File: src/hdl/bfbp_pkg.sv
// ----------------------------------------------------------------------------
// bfbp_pkg: shared types and constants for the best-fit bin placer
// Field widths, status codes, default parameter values and the structs that
// travel between the controller and the row of bin cells.
// ----------------------------------------------------------------------------
package bfbp_pkg;

  localparam int DefMaxBins    = 64;
  localparam int DefWeightBits = 16;

  localparam int WeightW = 16;
  localparam int CapW    = 16;
  localparam int IndexW  = 6;
  localparam int UsedW   = 7;
  localparam int StatusW = 2;

  localparam logic [CapW-1:0] CapReset = 16'hFFFF;

  localparam logic [StatusW-1:0] StPlaced    = 2'd0;
  localparam logic [StatusW-1:0] StBadWeight = 2'd1;
  localparam logic [StatusW-1:0] StNoBin     = 2'd2;

  // broadcast command from the controller to every cell
  typedef struct packed {
    logic clear;
    logic add;
    logic open;
  } cell_cmd_t;

  // control part of the search word handed from cell to cell
  typedef struct packed {
    logic valid;
    logic found;
  } chain_ctl_t;

endpackage

File: src/hdl/bfbp_cell.sv
// ----------------------------------------------------------------------------
// bfbp_cell: one bin of the placer
// Holds the load and open flag of one bin. A search word passes through each
// cycle; the cell takes over the best candidate if it fits and is fuller.
// ----------------------------------------------------------------------------
module bfbp_cell #(
  parameter int MAX_BINS    = bfbp_pkg::DefMaxBins,
  parameter int WEIGHT_BITS = bfbp_pkg::DefWeightBits,
  parameter int CELL_INDEX  = 0
) (
  input  logic                        clk,
  input  logic                        rst,
  input  bfbp_pkg::cell_cmd_t         cmd,
  input  logic [$clog2(MAX_BINS)-1:0] cmd_idx,
  input  logic [WEIGHT_BITS-1:0]      weight,
  input  logic [WEIGHT_BITS-1:0]      cap,
  input  bfbp_pkg::chain_ctl_t        in_ctl,
  input  logic [WEIGHT_BITS-1:0]      in_load,
  input  logic [$clog2(MAX_BINS)-1:0] in_idx,
  output bfbp_pkg::chain_ctl_t        out_ctl,
  output logic [WEIGHT_BITS-1:0]      out_load,
  output logic [$clog2(MAX_BINS)-1:0] out_idx
);

  localparam int IdxW = $clog2(MAX_BINS);
  localparam logic [IdxW-1:0] MyIdx = IdxW'(CELL_INDEX);

  logic                   bin_open;
  logic [WEIGHT_BITS-1:0] load;
  logic                   hit;
  logic                   fits;
  logic                   take;

  assign hit  = (cmd_idx == MyIdx);
  assign fits = bin_open &&
                (({1'b0, load} + {1'b0, weight}) <= {1'b0, cap});
  assign take = fits && (!in_ctl.found || (load > in_load));

  always_ff @(posedge clk) begin
    if (rst) begin
      bin_open <= 1'b0;
    end else if (cmd.clear) begin
      bin_open <= 1'b0;
    end else if (cmd.open && hit) begin
      bin_open <= 1'b1;
    end
  end

  always_ff @(posedge clk) begin
    if (cmd.open && hit) begin
      load <= weight;
    end else if (cmd.add && hit) begin
      load <= load + weight;
    end
  end

  always_ff @(posedge clk) begin
    if (rst) begin
      out_ctl <= '0;
    end else begin
      out_ctl.valid <= in_ctl.valid;
      out_ctl.found <= in_ctl.found || fits;
    end
  end

  always_ff @(posedge clk) begin
    out_load <= take ? load : in_load;
    out_idx  <= take ? MyIdx : in_idx;
  end

endmodule

File: config.mk
export PLATFORM = sky130hd
export DESIGN_NAME = bfbp_cell
export DESIGN_NICKNAME = d
export VERILOG_FILES = /design/src/hdl/bfbp_pkg.sv /design/src/hdl/bfbp_cell.sv
export SDC_FILE = /design/constraint.sdc
export NUM_CORES = 1
export LEC_CHECK = 0
export BUFFER_PORTS_ARGS = -buffer_cell sky130_fd_sc_hd__buf_2
export CAP_MARGIN = 15
export CORE_MARGIN = 2
export CORE_UTILIZATION = 25
export CTS_CLUSTER_SIZE = 20
export DETAILED_ROUTE_END_ITERATION = 8
export PLACE_DENSITY = 0.46
export SYNTH_ARGS = -nofsm -noshare
export SYNTH_HDL_FRONTEND = slang
export SYNTH_SLANG_ARGS = --single-unit
File: constraint.sdc
create_clock -name clk -period 3.89 [get_ports clk]
set_input_delay 0.1945 -clock clk [delete_from_list [all_inputs] [get_ports clk]]
set_output_delay 0.1945 -clock clk [all_outputs]
set_load 0.01 [all_outputs]
* Word-level counts from Yosys, hierarchy flattened *
Index checks and enable logic that the tools add are counted.

storage, ports and cells
  bits in registers = 41
  input bits = 67
  word-level logic and storage cells = 23

cells by class
  $add $sub $neg = 2
  magnitude comparators = 2
  multiplexer cells = 3
  reductions and logical operators = 10

operator list
  operator           count
  $mux 16            3
  $add 16x16->17     1
  $le 17x16->1       1
  $add 16x16->16     1
  $gt 16x16->1       1
  $logic_not 6->1    1
  $logic_and 1x1->1  4
  $logic_or 1x1->1   2
  $reduce_bool 2->1  1
  $reduce_or 2->1    1
  $logic_not 1->1    1

* Logic depth before layout (Yosys ltp) *
Gate-level depths: netlist of run 1.

  word-level depth = 5
  gate-level depth with buffers = 15
  gate-level depth less buffers = 14

* Least setup slack after synthesis of run 1 *
No wires, ideal clock.

  kind = reg2reg
  start = register load[0]
  end = register out_load[10]
  library setup time = 0.121 ns
  arrival time = 3.852 ns
  slack = -0.083 ns
  cell stages (with the launch flop) = 16
  buffers on the path = 1
  cell sequence = edfxtp_1 ha_1 fa_1 a211oi_1 o21ai_0 a2111oi_0 o21bai_1 xor2_1 ha_1 nand4_1 or3_1 o21bai_1 a31o_2 o211ai_4 buf_6 mux2_4

between the ends
  longest elaborated chain between the ends = 5
  elaborated cells on any way between the ends = 7
  those cells by class = add/sub: 1; order compare: 2; mux: 1; reduce/logical: 3

ends and longest elaborated chain
  element                   line             text
  start: declaration        bfbp_cell.sv:29  logic [WEIGHT_BITS-1:0] load;
  start signal: assignment  bfbp_cell.sv:51  load <= weight;
  start signal: assignment  bfbp_cell.sv:53  load <= load + weight;
  $add 16x16->17            bfbp_cell.sv:36  (({1'b0, load} + {1'b0, weight}) <= {1'b0, cap});
  $le 17x16->1              bfbp_cell.sv:36
  $logic_and 1x1->1         bfbp_cell.sv:35  assign fits = bin_open &&
  $logic_and 1x1->1 *       bfbp_cell.sv:37  assign take = fits && (!in_ctl.found || (load > in_load));
  $mux 16 *                 bfbp_cell.sv:67  out_load <= take ? load : in_load;
  end signal: assignment    bfbp_cell.sv:67
  end: declaration          bfbp_cell.sv:21  output logic [WEIGHT_BITS-1:0] out_load,

Every way passes the cells marked *; elsewhere a longest branch is shown, timed or not.
A chain may end at the register's enable or synchronous reset.

* Worst setup path in the final report of run 1 *
  start = register load[0]
  end = register out_load[13]

Same word-level chain as after synthesis.

==> metrics.txt, run 1 <==
vias in the first global route=2773; synth warn=0; final period utilization=1.005; WHS Path Cells=2; Routability Congestion=0.8119; number of flops mapped to enable cells by yosys=16; initial antenna violation count=0; Starting Density=0.2581; Reg power frac=0.400; FF-to-FF Start=load[0]; Tightest Pin Transition=between 0.9 and 1 ns; total track usage=0.1324; area occupied by multi-input gates=a little over 0.002 mm²; Antenna Nets Post-Route=0; pwr dens=between 200 and 300 mW/mm²; Max Fanout on Critical Path=8; Leak=2.119 nW; first-pass GRT wire length=13520 µm; Syn Area/Cell=around 9.6 µm²; most common cell after layout, fill and taps aside=buf_2; die width=~120 µm; wirelength, routed=8545 µm; H-tree depth=2; Clock power frac=0.350; DR vias/cell=between 4 and 5; HPWL after DPL=just over 7000 µm; Tmin final=3.910 ns; CTS tree=done; Iteration-0 DRC Markers=roughly 110; Comb pwr share=0.250; full die area=around 0.013 mm²; top_reg_cell synth=dfxtp_1; P_int=between 800 and 900 µW; fill cell count=1283; Num CTS Buffers=5; Netlist cell types=48; cts hold-fix bufs=0; most frequent cells in the layout=buf_2, ha_1, inv_1, buf_4, nand2_1; area grow syn2layout=39.35%; Startpoint Class=register; CP Cell Sequence=ha_2 > fa_2 > a211oi_2 > o21ai_2 > buf_6 > a31oi_4 > o21ai_1 > xor2_1 > ha_1 > nand4_1 > or3_4 > o21bai_1 > a31o_2 > o211ai_4 > buf_12 > mux2_4; flop2flop setup slack=-0.02 ns; WL/cell=around 14 µm; CP Data Required Time=a little over 4 ns; Switch Pwr=about 320 µW; CTS clk-pin slew, worst paths=approximately 0.060 ns; Slew Limit Fails=0; slowest CP cell=edfxtp_1; achievable frequency=between 0.2 and 0.3 GHz; Remaining DRCs=0; clock latency on the worst-skew pair=0.28 ns; Seq cells post-synth=41; switching part of the total=0.2765; layout cells sized above 1=0.3939; headroom to the max-slew limit=0.3539; CP Capture Type=register; hold path start=cmd[2]; Hold EP=bin_open; Synth Net Count=440; Seq/Total Area, Yosys=0.3151; FP Rows=40; Root Driver=clkbuf_16; Critical R2R Capture=out_load[13]; grt ovf=0; largest net degree at the start of global routing=17; final setup TNS=-0.1428 ns; I/O Buffers=90; Worst path depth=16; Initial DRT Pass Iterations=4; Buf/Inv on CP=2; CORE AREA=0.01206 mm²; final cell count without fillers=around 630; Arr. time, crit path=approximately 4 ns; layout net count=572; IO Pins=91; total power=between 1 and 1.5 mW; Worst path top cell family by delay=compound AO/OA/AOI/OAI gates; failing checks=setup timing; Setup CP Type=register to register; antenna cells=0; dpl cells=609; clk_skew=around 0.0063 ns; CTS Buffer Depth=2; unrepaired setup endpoints after global routing=yes; reg2reg path depth=16; Max Cap Viol=0; Cell Area, Synth=0.003113 mm²; Async S/R FF share, synth=0; Clock Sinks=41; Final Setup Violations=12; cells after synthesis=around 320; worst slack, placed=-0.1806 ns; Hold Path Class=input port to register; crit-path max cell delay=about 0.40 ns; vias after detailed routing=approximately 2800; FF+latch area=980.9 µm²; Final Hold Viols=0; outcome=complete, but fails checks; Die H=approximately 120 µm; post-route setup slack=-0.01999 ns; maximum VDD drop=204.4 µV
==> cell usage after synthesis, types with 9 or more instances <==
master / number / area [µm²]
a21oi_1: 19 / 95.09
dfxtp_1: 25 / 500.5
edfxtp_1: 16 / 480.5
ha_1: 48 / 600.6
inv_1: 40 / 150.1
mux2_2: 9 / 101.4
mux2_4: 14 / 210.2
nand2_1: 29 / 108.9
nor2_1: 16 / 60.06
o21ai_0: 14 / 70.07
==> sequential cells by signal (all words and copies together) (netlist names) <==
name,count
bin_open,1
load,16
out_ctl,2
out_idx,6
out_load,16
==> cells by family after synthesis <==
family / count (synthesis) / share of synthesized area
xor gates and xnor gates: 11 / 0.03095
muxes: 23 / 0.1001
buffers and inverters: 44 / 0.05788
AOI/OAI and AO/OA: 76 / 0.1749
and+or+nand+nor: 80 / 0.1218
DFF: 41 / 0.3151
adders and majority gates: 49 / 0.1994
==> metal layers <==
metal,share of wire,routed length [µm],up-vias,track usage
met5,0,0,-,0
met4,0.0082,70,0,0.03775
met3,0.044,376,4,0.02406
met1,0.47,4011,1267,0.1685
li1,-,-,1437,-
met2,0.48,4086,74,0.2292
==> final cells by class <==
cell class,count,area share
Multi-Input combinational cell,239,0.4756
Clock inverter,3,0.003750
Tap cell,168,0.04846
Sequential cell,41,0.2261
Inverter,40,0.03461
Timing Repair Buffer,129,0.1826
Clock buffer,5,0.02884
==> through the flow <==
step / area [µm²] / hold slack (ns) / utilization
2_1_floorplan: 3120 / 0.2661 / -
3_3_place_gp: 4011 / 0.3678 / 0.3326
3_5_place_dp: 4011 / 0.3690 / 0.3326
4_1_cts: 4318 / 0.06742 / 0.3580
5_1_grt: 4338 / 0.06465 / 0.3596
6_report: 4338 / 0.06969 / 0.3596
==> power by group through the flow <==
stage / Clock [mW] / Sequential, mW / Combinational [mW]
final: 0.409 / 0.467 / 0.292
after detailed placement: 0 / 0.477 / 0.276
after global placement: 0 / 0.477 / 0.272
after floorplan: 0 / 0.484 / 0.159
after CTS: 0.423 / 0.467 / 0.291
after global routing: 0.444 / 0.468 / 0.330
==> how the worst max path moves through the flow <==
stage             from  slack, ns      endpoint
2_1_floorplan  load[0]       0.03  out_load[10]
5_1_grt        load[0]      -0.22  out_load[12]
6_report       load[0]      -0.02  out_load[13]
3_5_place_dp   load[0]      -0.18  out_load[15]
3_3_place_gp   load[0]      -0.13  out_load[15]
4_1_cts        load[0]      -0.04  out_load[13]
==> timing repair <==
action / CTS / global route
pin swaps: 15 / 0
endpoints found under the setup margin: 22 / 22
resized for setup: 20 / 1
gates cloned: 1 / 0
setup buffers: 5 / 2
Note: power is estimated with default switching activity, not from simulation.
==> inputs of run 2 (changes only) <==
--- a/config.mk
+++ b/config.mk
@@ -7,11 +7,13 @@
 export LEC_CHECK = 0
 export BUFFER_PORTS_ARGS = -buffer_cell sky130_fd_sc_hd__buf_2
 export CAP_MARGIN = 15
+export CELL_PAD_IN_SITES_DETAIL_PLACEMENT = 0
+export CELL_PAD_IN_SITES_GLOBAL_PLACEMENT = 1
 export CORE_MARGIN = 2
 export CORE_UTILIZATION = 25
 export CTS_CLUSTER_SIZE = 20
 export DETAILED_ROUTE_END_ITERATION = 8
-export PLACE_DENSITY = 0.46
+export PLACE_DENSITY = 0.58
 export SYNTH_ARGS = -nofsm -noshare
 export SYNTH_HDL_FRONTEND = slang
 export SYNTH_SLANG_ARGS = --single-unit
==> metrics.txt, run 2 (same netlist as run 1, synthesis figures left out) <==
Remaining DRCs=0; die width=around 120 µm; Max Cap Viol=0; final cell count without fillers=approximately 630; WL/cell=13.27 µm; H-tree depth=2; CTS tree=done; Slew Limit Fails=0; layout cells sized above 1=0.4035; cts hold-fix bufs=0; maximum VDD drop=approximately 150 µV; IO Pins=a little over 90; Final Hold Viols=0; Final Setup Violations=22; CTS Buffer Depth=2; Hold Path Class=input port to register; Startpoint Class=register; Initial DRT Pass Iterations=4; Num CTS Buffers=5; CORE AREA=approximately 0.012 mm²; HPWL after DPL=7016 µm; Iteration-0 DRC Markers=96; area grow syn2layout=40.07%; Routability Congestion=approximately 0.82; Clock Sinks=41; FP Rows=40; grt ovf=0; fill cell count=1290; Root Driver=clkbuf_16; area occupied by multi-input gates=roughly 0.002 mm²; total track usage=0.1284; Arr. time, crit path=~4.2 ns; final period utilization=1.025; dpl cells=about 600; vias after detailed routing=~2800; pwr dens=268.5 mW/mm²; CTS clk-pin slew, worst paths=0.07 ns; headroom to the max-slew limit=0.4119; Leak=between 2 and 2.5 nW; most common cell after layout, fill and taps aside=buf_2; antenna cells=0; clock latency on the worst-skew pair=approximately 0.29 ns; vias in the first global route=approximately 2800; Largest regs=load: 16 flops, out_load: 16 flops, out_idx: 6 flops; initial antenna violation count=0; Setup CP Type=register to register; full die area=0.01336 mm²; Tightest Pin Transition=0.8796 ns; most frequent cells in the layout=buf_2, ha_1, inv_1, buf_4, nand2_1; unrepaired setup endpoints after global routing=yes; flop2flop setup slack=-0.1 ns; DR vias/cell=4.385; outcome=complete, but fails checks; Starting Density=0.2581; Max Fanout on Critical Path=7; I/O Buffers=90; Tmin final=approximately 4.0 ns; Antenna Nets Post-Route=0; post-route setup slack=-0.09633 ns; wirelength, routed=8344 µm; CP Capture Type=register; final setup TNS=-1.472 ns; largest net degree at the start of global routing=17; achievable frequency=around 0.25 GHz; layout net count=576; first-pass GRT wire length=about 13000 µm; FF+latch area=980.9 µm²; CP Data Required Time=approximately 4.1 ns; clk_skew=0.009284 ns; Die H=around 120 µm; failing checks=setup timing
[run 2: changes by cell type in the layout (fill, tap and decap cells not counted), sizes merged]
cell,delta
inv,-1
clkinvlp,+1
buf,+4
[run 2: through the flow]
stage          power (mW)  setup slack, ns  area, µm²  utilization  hold slack [ns]
2_1_floorplan      0.6432          0.02585       3120            -           0.2661
3_3_place_gp       0.7555          -0.1530       4039       0.3349           0.3657
3_5_place_dp       0.7582          -0.1928       4050       0.3358           0.3671
4_1_cts             1.188         -0.07398       4329       0.3589          0.06301
5_1_grt             1.244          -0.2660       4360       0.3615          0.07974
6_report            1.171         -0.09633       4360       0.3615          0.06400
[run 2: worst paths after layout]
kind                            startpoint      endpoint  cells after the start
worst max register to register     load[0]  out_load[13]                     15
worst min-delay path                cmd[2]      bin_open                      2
worst max-delay path               load[0]  out_load[13]                     15
worst min register to register    bin_open      bin_open                      2
[run 2: final cells by class]
type | instances | area share
clock inverter | 3 | 0.004017
timing repair buffer | 133 | 0.1902
multi-input combinational | 239 | 0.4694
sequential | 41 | 0.2250
inverter | 40 | 0.03443
tap | 168 | 0.04821
clock buffer | 5 | 0.02869
[run 2: power by group]
part	total (mW)	switching, mW	internal [mW]
clock network	0.407	0.171	0.235
registers	0.467	0.00325	0.463
logic	0.297	0.145	0.153
total	1.17	0.320	0.851
[run 2: repair_timing]
item / CTS / global route
gates cloned: 1 / 0
buffers inserted: 4 / 2
pin swaps: 19 / 3
resized for setup: 19 / 3
endpoints found under the setup margin: 22 / 22
[run 2: layer usage]
layer  part of all wire  routed length (µm)  global-route usage  up-vias
li1                   -                   -                   -     1443
met1               0.46                3872              0.1634     1231
met2               0.47                3895              0.2168       72
met3              0.049                 408             0.02249       12
met4              0.020                 167             0.04900        0
met5                  0                   0                   0        -
[run 2: critical path, stage by stage (launching register included)]
cell and delay (ns):
edfxtp_1 0.40, ha_2 0.22, fa_2 0.40, a211oi_2 0.24, o21ai_2 0.11, a2111oi_2 0.30
o21bai_1 0.13, xor2_1 0.18, ha_1 0.32, nand4_1 0.11, or3_4 0.41, o21bai_1 0.16
a31o_2 0.24, o211ai_4 0.17, buf_12 0.18, mux2_4 0.29
==> inputs of run 3 (changes only) <==
--- a/config.mk
+++ b/config.mk
@@ -13,7 +13,7 @@
 export CORE_UTILIZATION = 25
 export CTS_CLUSTER_SIZE = 20
 export DETAILED_ROUTE_END_ITERATION = 8
-export PLACE_DENSITY = 0.58
+export PLACE_DENSITY = 0.69
 export SYNTH_ARGS = -nofsm -noshare
 export SYNTH_HDL_FRONTEND = slang
 export SYNTH_SLANG_ARGS = --single-unit
==> metrics.txt, run 3 (same netlist as run 1, synthesis figures left out) <==
CTS clk-pin slew, worst paths=about 0.07 ns; achievable frequency=0.2505 GHz; clock latency on the worst-skew pair=0.29 ns; Routability Congestion=0.7933; FF-to-FF Start=load[0]; hold slack=0.06187 ns; antenna cells=0; CP Cell Sequence=ha_2 > fa_2 > a211oi_2 > o21ai_2 > a2111oi_2 > o21bai_1 > xor2_1 > ha_1 > nand4_1 > or3_4 > o32ai_2 > a31o_2 > o211ai_4 > clkbuf_16 > mux2_4; Starting Density=0.2581; layout cells sized above 1=0.4069; initial antenna violation count=0; largest net degree at the start of global routing=17; vias after detailed routing=roughly 2800; total track usage=0.1332; Max Fanout on Critical Path=6; CP Data Required Time=4.07 ns; full die area=roughly 0.013 mm²; fill cell count=approximately 1300; Final Setup Violations=18; Critical R2R Capture=out_load[7]; IO Pins=about 90; Iteration-0 DRC Markers=90; CP Capture Type=register; unrepaired setup endpoints after global routing=yes; flop2flop setup slack=-0.10 ns; Startpoint Class=register; Final Hold Viols=0; maximum VDD drop=between 150 and 200 µV; headroom to the max-slew limit=0.4085; FF+latch area=approximately 980 µm²; I/O Buffers=90; wirelength, routed=8538 µm; DR vias/cell=between 4 and 5; area occupied by multi-input gates=0.002036 mm²; Root Driver=clkbuf_16; Final Cell Area=about 0.0044 mm²; layout net count=slightly below 600; dpl cells=about 610; vias in the first global route=approximately 2800; WHS Path Cells=2; Setup CP Type=register to register; Antenna Nets Post-Route=0; crit-path max cell delay=about 0.4 ns; placed inst area=between 0.004 and 0.005 mm²; final period utilization=1.026; Slew Limit Fails=0; clk_skew=approximately 0.007 ns; HPWL after DPL=about 7000 µm; area grow syn2layout=40.19%; Initial DRT Pass Iterations=4; Num CTS Buffers=5; failing checks=setup timing; first-pass GRT wire length=13770 µm; grt ovf=0; total power=about 1.2 mW; WL/cell=around 14 µm; FP Rows=40; Tmin final=3.991 ns; Remaining DRCs=0; Worst path top cell family by delay=compound AO/OA/AOI/OAI gates; Tightest Pin Transition=about 0.9 ns; Clock Sinks=about 40; most common cell after layout, fill and taps aside=buf_2; Hold Path Class=input port to register; Arr. time, crit path=~4.2 ns; CORE AREA=0.01206 mm²; die width=~120 µm; H-tree depth=2; CTS Buffer Depth=2; end point of the critical path=out_load[7]; final cell count without fillers=630; Leak=2.151 nW; post-route setup slack=-0.1014 ns; outcome=complete, but fails checks; Worst Setup SP=load[0]; most frequent cells in the layout=buf_2, ha_1, inv_1, buf_4, nand2_1; Max Cap Viol=0; cts hold-fix bufs=0; Worst path depth=15; Buf/Inv on CP=1; Largest regs=load: 16 flops, out_load: 16 flops, out_idx: 6 flops; slowest CP cell=edfxtp_1; CTS tree=done; Die H=115.6 µm; reg2reg path depth=15; pwr dens=281.4 mW/mm²
## run 3: cell type report
| class | instances | share of cell area |
|---|---|---|
| clock buffer | 6 | 0.03440 |
| clock inverter | 2 | 0.003440 |
| inverter | 40 | 0.03440 |
| multi-input combinational | 239 | 0.4665 |
| sequential | 41 | 0.2248 |
| tap | 168 | 0.04817 |
| timing repair buffer | 134 | 0.1884 |
## run 3: what timing repair did
item | CTS | global route
resized for setup | 12 | 11
pin swaps | 6 | 15
setup buffers | 4 | 3
cloned | 1 | 0
endpoints found under the setup margin | 22 | 22
## run 3: routing by layer
metal | vias up | wire length [µm] | track usage
met2 | 76 | 3880 | 0.2246
met1 | 1226 | 4090 | 0.1736
li1 | 1452 | - | -
met3 | 5 | 496 | 0.03033
met4 | 0 | 70 | 0.03052
met5 | - | 0 | 0
## run 3: how the worst min path moves through the flow
stage,from,to
final,cmd[2],bin_open
after global placement,cmd[2],bin_open
after detailed placement,cmd[2],bin_open
after global routing,cmd[2],bin_open
after CTS,cmd[2],bin_open
after floorplan,rst,out_ctl[1]
## run 3: per-stage QoR
step                utilization  TNS [ns]  setup WS, ns
detailed placement       0.3344    -4.454       -0.2637
global route             0.3618    -5.055       -0.2887
global placement         0.3344    -1.926       -0.1363
finish                   0.3618    -1.372       -0.1014
floorplan                     -         0       0.02585
CTS                      0.3576    -1.264       -0.1259
## run 3: report_power, final
| group | switching (mW) | total, mW | internal (mW) |
|---|---|---|---|
| Clock | 0.186 | 0.465 | 0.279 |
| Combinational | 0.146 | 0.297 | 0.151 |
| Sequential | 0.00341 | 0.467 | 0.463 |
